## src/rtl/scba_ram.sv

```systemverilog
// Generic single-port-write, one-read RAM with registered read data.
module scba_ram #(
   parameter int WIDTH = 8,
   parameter int DEPTH = 16
) (
   input  logic                     clock,
   input  logic                     wr_en,
   input  logic [$clog2(DEPTH)-1:0] wr_addr,
   input  logic [WIDTH-1:0]         wr_data,
   input  logic [$clog2(DEPTH)-1:0] rd_addr,
   output logic [WIDTH-1:0]         rd_data
);
   logic [WIDTH-1:0] mem [DEPTH];

   // Write port and registered read port.
   always_ff @(posedge clock) begin
      if (wr_en) begin
         mem[wr_addr] <= wr_data;
      end
      rd_data <= mem[rd_addr];
   end
endmodule

```

## config.mk

```make
export PLATFORM = sky130hd
export DESIGN_NAME = scba_ram
export DESIGN_NICKNAME = d
export VERILOG_FILES = /design/src/rtl/scba_ram.sv
export SDC_FILE = /design/constraint.sdc
export NUM_CORES = 1
export LEC_CHECK = 0
export BUFFER_PORTS_ARGS = -buffer_cell sky130_fd_sc_hd__buf_2
export CAP_MARGIN = 30
export CORE_MARGIN = 2
export CORE_UTILIZATION = 40
export CTS_CLUSTER_DIAMETER = 150
export CTS_CLUSTER_SIZE = 20
export DETAILED_ROUTE_END_ITERATION = 8
export PLACE_DENSITY = 0.58
export SLEW_MARGIN = 5
export SYNTH_ARGS = -nofsm -noshare
export SYNTH_HDL_FRONTEND = slang
export SYNTH_SLANG_ARGS = --single-unit
export TNS_END_PERCENT = 100
```

## constraint.sdc

```tcl
create_clock -name clock -period 1.97 [get_ports clock]
set_clock_uncertainty 0.15 [all_clocks]
set_input_delay 0.0985 -clock clock [delete_from_list [all_inputs] [get_ports clock]]
set_output_delay 0.0985 -clock clock [all_outputs]
set_load 0.005 [all_outputs]
```

==> results of run 1 <==
-- metal layers --
layer / GRT usage / wire, um / up-vias
li1: - / - / 1108
met1: 0.215 / 4490 / 1270
met2: 0.241 / 4770 / 71
met3: 0.0482 / 588 / 4
met4: 0.0452 / 70 / 0
met5: 0 / 0 / -
-- kinds of logic (layout without fill, tap and decap cells) --
family / after synthesis / after routing / synth area share
buffers and inverters: 10 / 89 / 0.0168
multiplexers: 32 / 32 / 0.150
AND/OR/NAND/NOR: 35 / 35 / 0.0318
flip-flops: 136 / 136 / 0.778
AO/OA/AOI/OAI: 16 / 16 / 0.0233
-- per-stage QoR --
stage | hold WS [ns] | power [uW]
2_1_floorplan | 0.0474 | 3470
3_3_place_gp | 0.330 | 3610
3_5_place_dp | 0.329 | 3620
4_1_cts | 0.0841 | 6920
5_1_grt | 0.101 | 7080
6_report | 0.0983 | 6870
-- path summary, 6_finish.rpt --
check	start	endpoint	slack, ns	depth (start not counted)
setup / recovery	mem[1][5]	rd_data[5]	0.41	3
hold / removal	wr_addr[0]	mem[4][0]	0.1	3
setup reg to reg	mem[1][5]	rd_data[5]	0.41	3
hold reg to reg	mem[14][6]	rd_data[6]	0.52	3
-- flip-flops by register name, summed over array words and instances, names as in the netlist --
register	cells
mem	128
rd_data	8
-- worst min-delay path: stages --
cell	delay, ns
buf_2	0.15
nor3_1	0.08
buf_4	0.15
-- timing repair --
item                                   4_1_cts  5_1_grt
endpoints found under the hold margin      128        0
gates resized for setup                      0        0
hold buffers                                 8        0
-- power groups by stage --
stage | Clock, uW | Combinational [uW] | Sequential, uW
after global routing | 3480 | 345 | 3260
after CTS | 3350 | 320 | 3250
after global placement | 0 | 304 | 3310
after detailed placement | 0 | 307 | 3310
final | 3300 | 314 | 3250
after floorplan | 0 | 164 | 3310
-- cells in the final DEF (no fill, tap or decap), types with 9 or more instances in the layout --
cell	Yosys	final
nand2_1	9	9
nor2_1	13	13
buf_4	1	25
mux4_1	14	14
clkbuf_16	0	17
a22oi_1	16	16
mux4_2	18	18
edfxtp_1	128	128
buf_2	3	25
-- layout make-up --
cell class	count	share of cell area
clock buffer	19	0.0687
clock inverter	11	0.0286
multi-input combinational	83	0.168
sequential	136	0.635
tap	172	0.0341
timing repair buffer	59	0.0655
==> metrics.cfg, run 1 <==
[status]
status=finished clean

[setup_path]
cp.arrival_ns=1.69
critPathTopFamily=multiplexers
cp_max_fo=1
cp-start-kind=register
slowest_stage=mux4_1
cp_slowest_stage_delay_ns=0.51
cp.required_ns=2.10
worst-path-buf-inv=0
crit_type=register to register
cp-end-kind=register
path_cells=mux4_1, a22oi_1, nand2_1

[floorplan]
start_util=0.410
rows=41
die_h_um=117
fp.dieW_um=117
coreArea_mm2=0.0126
io_pins=26
dieArea_mm2=0.0138

[placement]
placed_area_mm2=0.00561
preCtsSetupSlack_ns=0.278
dp_hpwl_mm=6.41
io_buffers=25
gp_congestion=0.767
place_inst=442

[global_routing]
overflow=0
grt_pass1_wl_mm=15.5
antenna_found_initial=0
grt_pass1_vias=2608
grt_max_degree=20
grt_util_all_layers=0.156

[hold_path]
min_path_type=primary input to register

[finish]
syn_to_final_growth_pct=22.4
regArea_mm2=0.00400
fillers=1020
diodes=0
finalInstanceArea_mm2=0.00630
multi_input_area_mm2=0.00106
drive_gt1_frac=0.312
num-nets-final=315
utilization=0.501
layoutNonFillerInstCount=480

[logic_synthesis]
synth_common_cells=edfxtp_1, mux4_2, a22oi_1, mux4_1, nor2_1
syn_avg_cell_area_um2=22.5
yosys-top-cells-area=edfxtp_1, mux4_2, mux4_1, dfxtp_1, a22oi_1
syn_inst=229
synth_area_mm2=0.00515
synth_cell_types=19
synth_edf_count=128
synth_ff_type=edfxtp_1
synth_fp_nets=247
ys_seq_area_frac=0.778
synth_top_cell_by_area=edfxtp_1
synth-seq-cells=136
synth_most_common_cell=edfxtp_1
yosys.area.top_type_share=0.747
yosys_warnings=0
async_flop_share=0

[clock_tree]
h-tree-depth=4
post_cts_buffers=0
clk_latency_ns=0.40
path_clk_slew_ns=0.05
root_buffer=clkbuf_16
cts_made_buffers=17
clock_sinks=136
clockBufferDepth=2
cts_tree=built

[timing]
drv_slew=0
final_hold_viol_count=0
rsz0062_at_grt=no
setup_slack_ns=0.413
fin_setup_tns_ns=0
period_minus_slack_ns=1.56
fin_crit_sh=0.790
tightest_slew_ns=0.486
setup_viol=0
relSlewSlack=0.676
fmax_ghz=0.642

[power]
pwr-share-seq=0.473
p_leak_uw=0.00217
switching_share=0.185
power_density_mw_per_mm2=1090
power_switching_uw=1270
p_comb_frac=0.046
ir_drop_mv=0.685
clock_power_share=0.481
p_int_uw=5590

[detailed_routing]
firstDrtPassIters=4
antenna_left=0
routed_wl_mm=9.93
via_count=2453
drtIter0Drc=191
drc=0
vias_per_cell=5.11
post_drt_wl_per_cell_um=20.7

[job]
drv_cap=0

(Power assumes the default switching activity.)
==> run 2: changes to the inputs <==
--- a/config.mk
+++ b/config.mk
@@ -12,7 +12,7 @@
 export CTS_CLUSTER_DIAMETER = 150
 export CTS_CLUSTER_SIZE = 20
 export DETAILED_ROUTE_END_ITERATION = 8
-export PLACE_DENSITY = 0.58
+export PLACE_DENSITY = 0.6
 export SLEW_MARGIN = 5
 export SYNTH_ARGS = -nofsm -noshare
 export SYNTH_HDL_FRONTEND = slang
==> constraint.sdc (replaced) <==
create_clock -name clock -period 1.4 [get_ports clock]
set_clock_uncertainty 0.15 [all_clocks]
set_input_delay 0.07 -clock clock [delete_from_list [all_inputs] [get_ports clock]]
set_output_delay 0.07 -clock clock [all_outputs]
set_load 0.005 [all_outputs]
==> run 2 against run 1 <==
Compared with the run above: sequential power up 41%; critical path type unchanged; clock power grew 24%; the flow now finishes with violations (setup timing); wire length rose by 1.8%; critical path depth is the same; largest cell class unchanged; maximum frequency is 9.8% higher; worst hold slack worse by 0.023 ns; global-route usage is 0.18 points higher; highest routed layer unchanged.
==> metrics.cfg, run 2 (synthesized netlist as in run 1, its figures left out) <==
[status]
status=finished, violations left
violations=setup timing

[global_routing]
antenna_found_initial=0
grt_max_degree=19
grt_pass1_vias=2520
grt_util_all_layers=0.158
grt_pass1_wl_mm=15.4
overflow=0

[detailed_routing]
post_drt_wl_per_cell_um=20.9
drc=0
antenna_left=0
firstDrtPassIters=4
routed_wl_mm=10.1
vias_per_cell=5.10
via_count=2469
drtIter0Drc=226

[finish]
largest_register=mem
reg.largest.list=mem x128, rd_data x8
fillers=1021
syn_to_final_growth_pct=22.8
layout_common_cells=edfxtp_1, mux4_2, buf_2
drive_gt1_frac=0.404
largest_reg_flops=128
diodes=0
num-nets-final=317
mostFrequentLayoutCell=edfxtp_1

[power]
pwr-share-seq=0.499
power_density_mw_per_mm2=1450
switching_share=0.199
power_switching_uw=1830
p_comb_frac=0.053
p_leak_uw=0.00212
p_int_uw=7340
finalPower_uw=9170
ir_drop_mv=1.02
clock_power_share=0.447

[floorplan]
io_pins=26
start_util=0.410
dieArea_mm2=0.0138
fp.dieW_um=117
die_h_um=117
coreArea_mm2=0.0126
rows=41

[timing]
setup_viol=2
drv_slew=0
final_hold_viol_count=0
fmax_ghz=0.705
fin_crit_sh=1.01
relSlewSlack=0.388
fin_setup_tns_ns=-0.0202
period_minus_slack_ns=1.42
timing.hold.ws_ns=0.0751
tightest_slew_ns=0.916
setup_slack_ns=-0.0180
rsz0062_at_grt=yes

[job]
drv_cap=0

[placement]
dp_hpwl_mm=6.41
gp_congestion=0.700
io_buffers=25
preCtsSetupSlack_ns=-0.256

[hold_path]
min_path_type=primary input to register

[clock_tree]
post_cts_buffers=0
cts_tree=built
cts_made_buffers=17
clock_sinks=136
clockBufferDepth=2
clk_latency_ns=0.41
path_clk_slew_ns=0.05
h-tree-depth=4
root_buffer=clkbuf_16

[setup_path]
cp.required_ns=1.54
cp-start-kind=register
cp_max_fo=1
crit_type=register to register
cp-end-kind=register
cp.arrival_ns=1.56

-- run 2: cell types whose count changed in the layout (fill, tap and decap cells not counted), moves of 3 or more --
| cell | delta |
|---|---|
| buf_12 | +3 |
| a22oi_2 | +12 |
| bufinv_16 | -4 |
| a22oi_1 | -12 |
| mux4_1 | -12 |
| clkbuf_8 | +3 |
| nor3_1 | -3 |
| nor3_2 | +3 |
| mux4_2 | +12 |
-- run 2: power groups by stage --
| stage | Clock, uW | Combinational (uW) | Sequential, uW |
|---|---|---|---|
| after CTS | 4160 | 488 | 4580 |
| after floorplan | 0 | 232 | 4660 |
| after global placement | 0 | 441 | 4660 |
| after detailed placement | 0 | 448 | 4660 |
| after global routing | 4340 | 533 | 4590 |
| final | 4100 | 490 | 4580 |
-- run 2: routing by layer --
| layer | share of wire | vias to the layer above | GRT usage |
|---|---|---|---|
| met3 | 0.043 | 9 | 0.0443 |
| met1 | 0.44 | 1300 | 0.202 |
| met4 | 0.015 | 0 | 0.0655 |
| li1 | - | 1099 | - |
| met5 | 0 | - | 0 |
| met2 | 0.50 | 61 | 0.255 |
-- run 2: worst paths after layout --
path | from | endpoint | slack, ns | cells past startpoint
hold / removal | wr_addr[0] | mem[8][2] | 0.08 | 3
setup reg to reg | mem[11][6] | rd_data[6] | -0.02 | 3
hold reg to reg | mem[14][4] | rd_data[4] | 0.53 | 3
setup / recovery | mem[11][6] | rd_data[6] | -0.02 | 3
-- run 2: cell type report --
| cell class | count | area (um2) | share of cell area |
|---|---|---|---|
| clock inverters | 9 | 73.8 | 0.0117 |
| flip-flops and latches | 136 | 4000 | 0.633 |
| well taps | 172 | 215 | 0.0340 |
| clock buffers | 23 | 478 | 0.0756 |
| repair buffers | 61 | 465 | 0.0736 |
| multi-input cells | 83 | 1090 | 0.172 |
-- run 2: critical path: stages (launching register included) --
cell and delay (ns):
edfxtp_1 0.35, mux4_2 0.49, a22oi_2 0.24, nand2_1 0.07
-- run 2: through the flow --
stage           util  cells  cell area (um2)
6_report       0.503    484             6320
5_1_grt        0.503    484             6320
4_1_cts        0.503    484             6330
2_1_floorplan      -    229             5160
3_3_place_gp   0.452    444             5680
3_5_place_dp   0.452    444             5680
-- run 2: what timing repair did --
| action | CTS | global route |
|---|---|---|
| hold endpoints to repair | 128 | 0 |
| hold buffers | 8 | 0 |
| pin swaps | 7 | 3 |
| setup endpoints to repair | 8 | 8 |
| gates resized for setup | 14 | 10 |
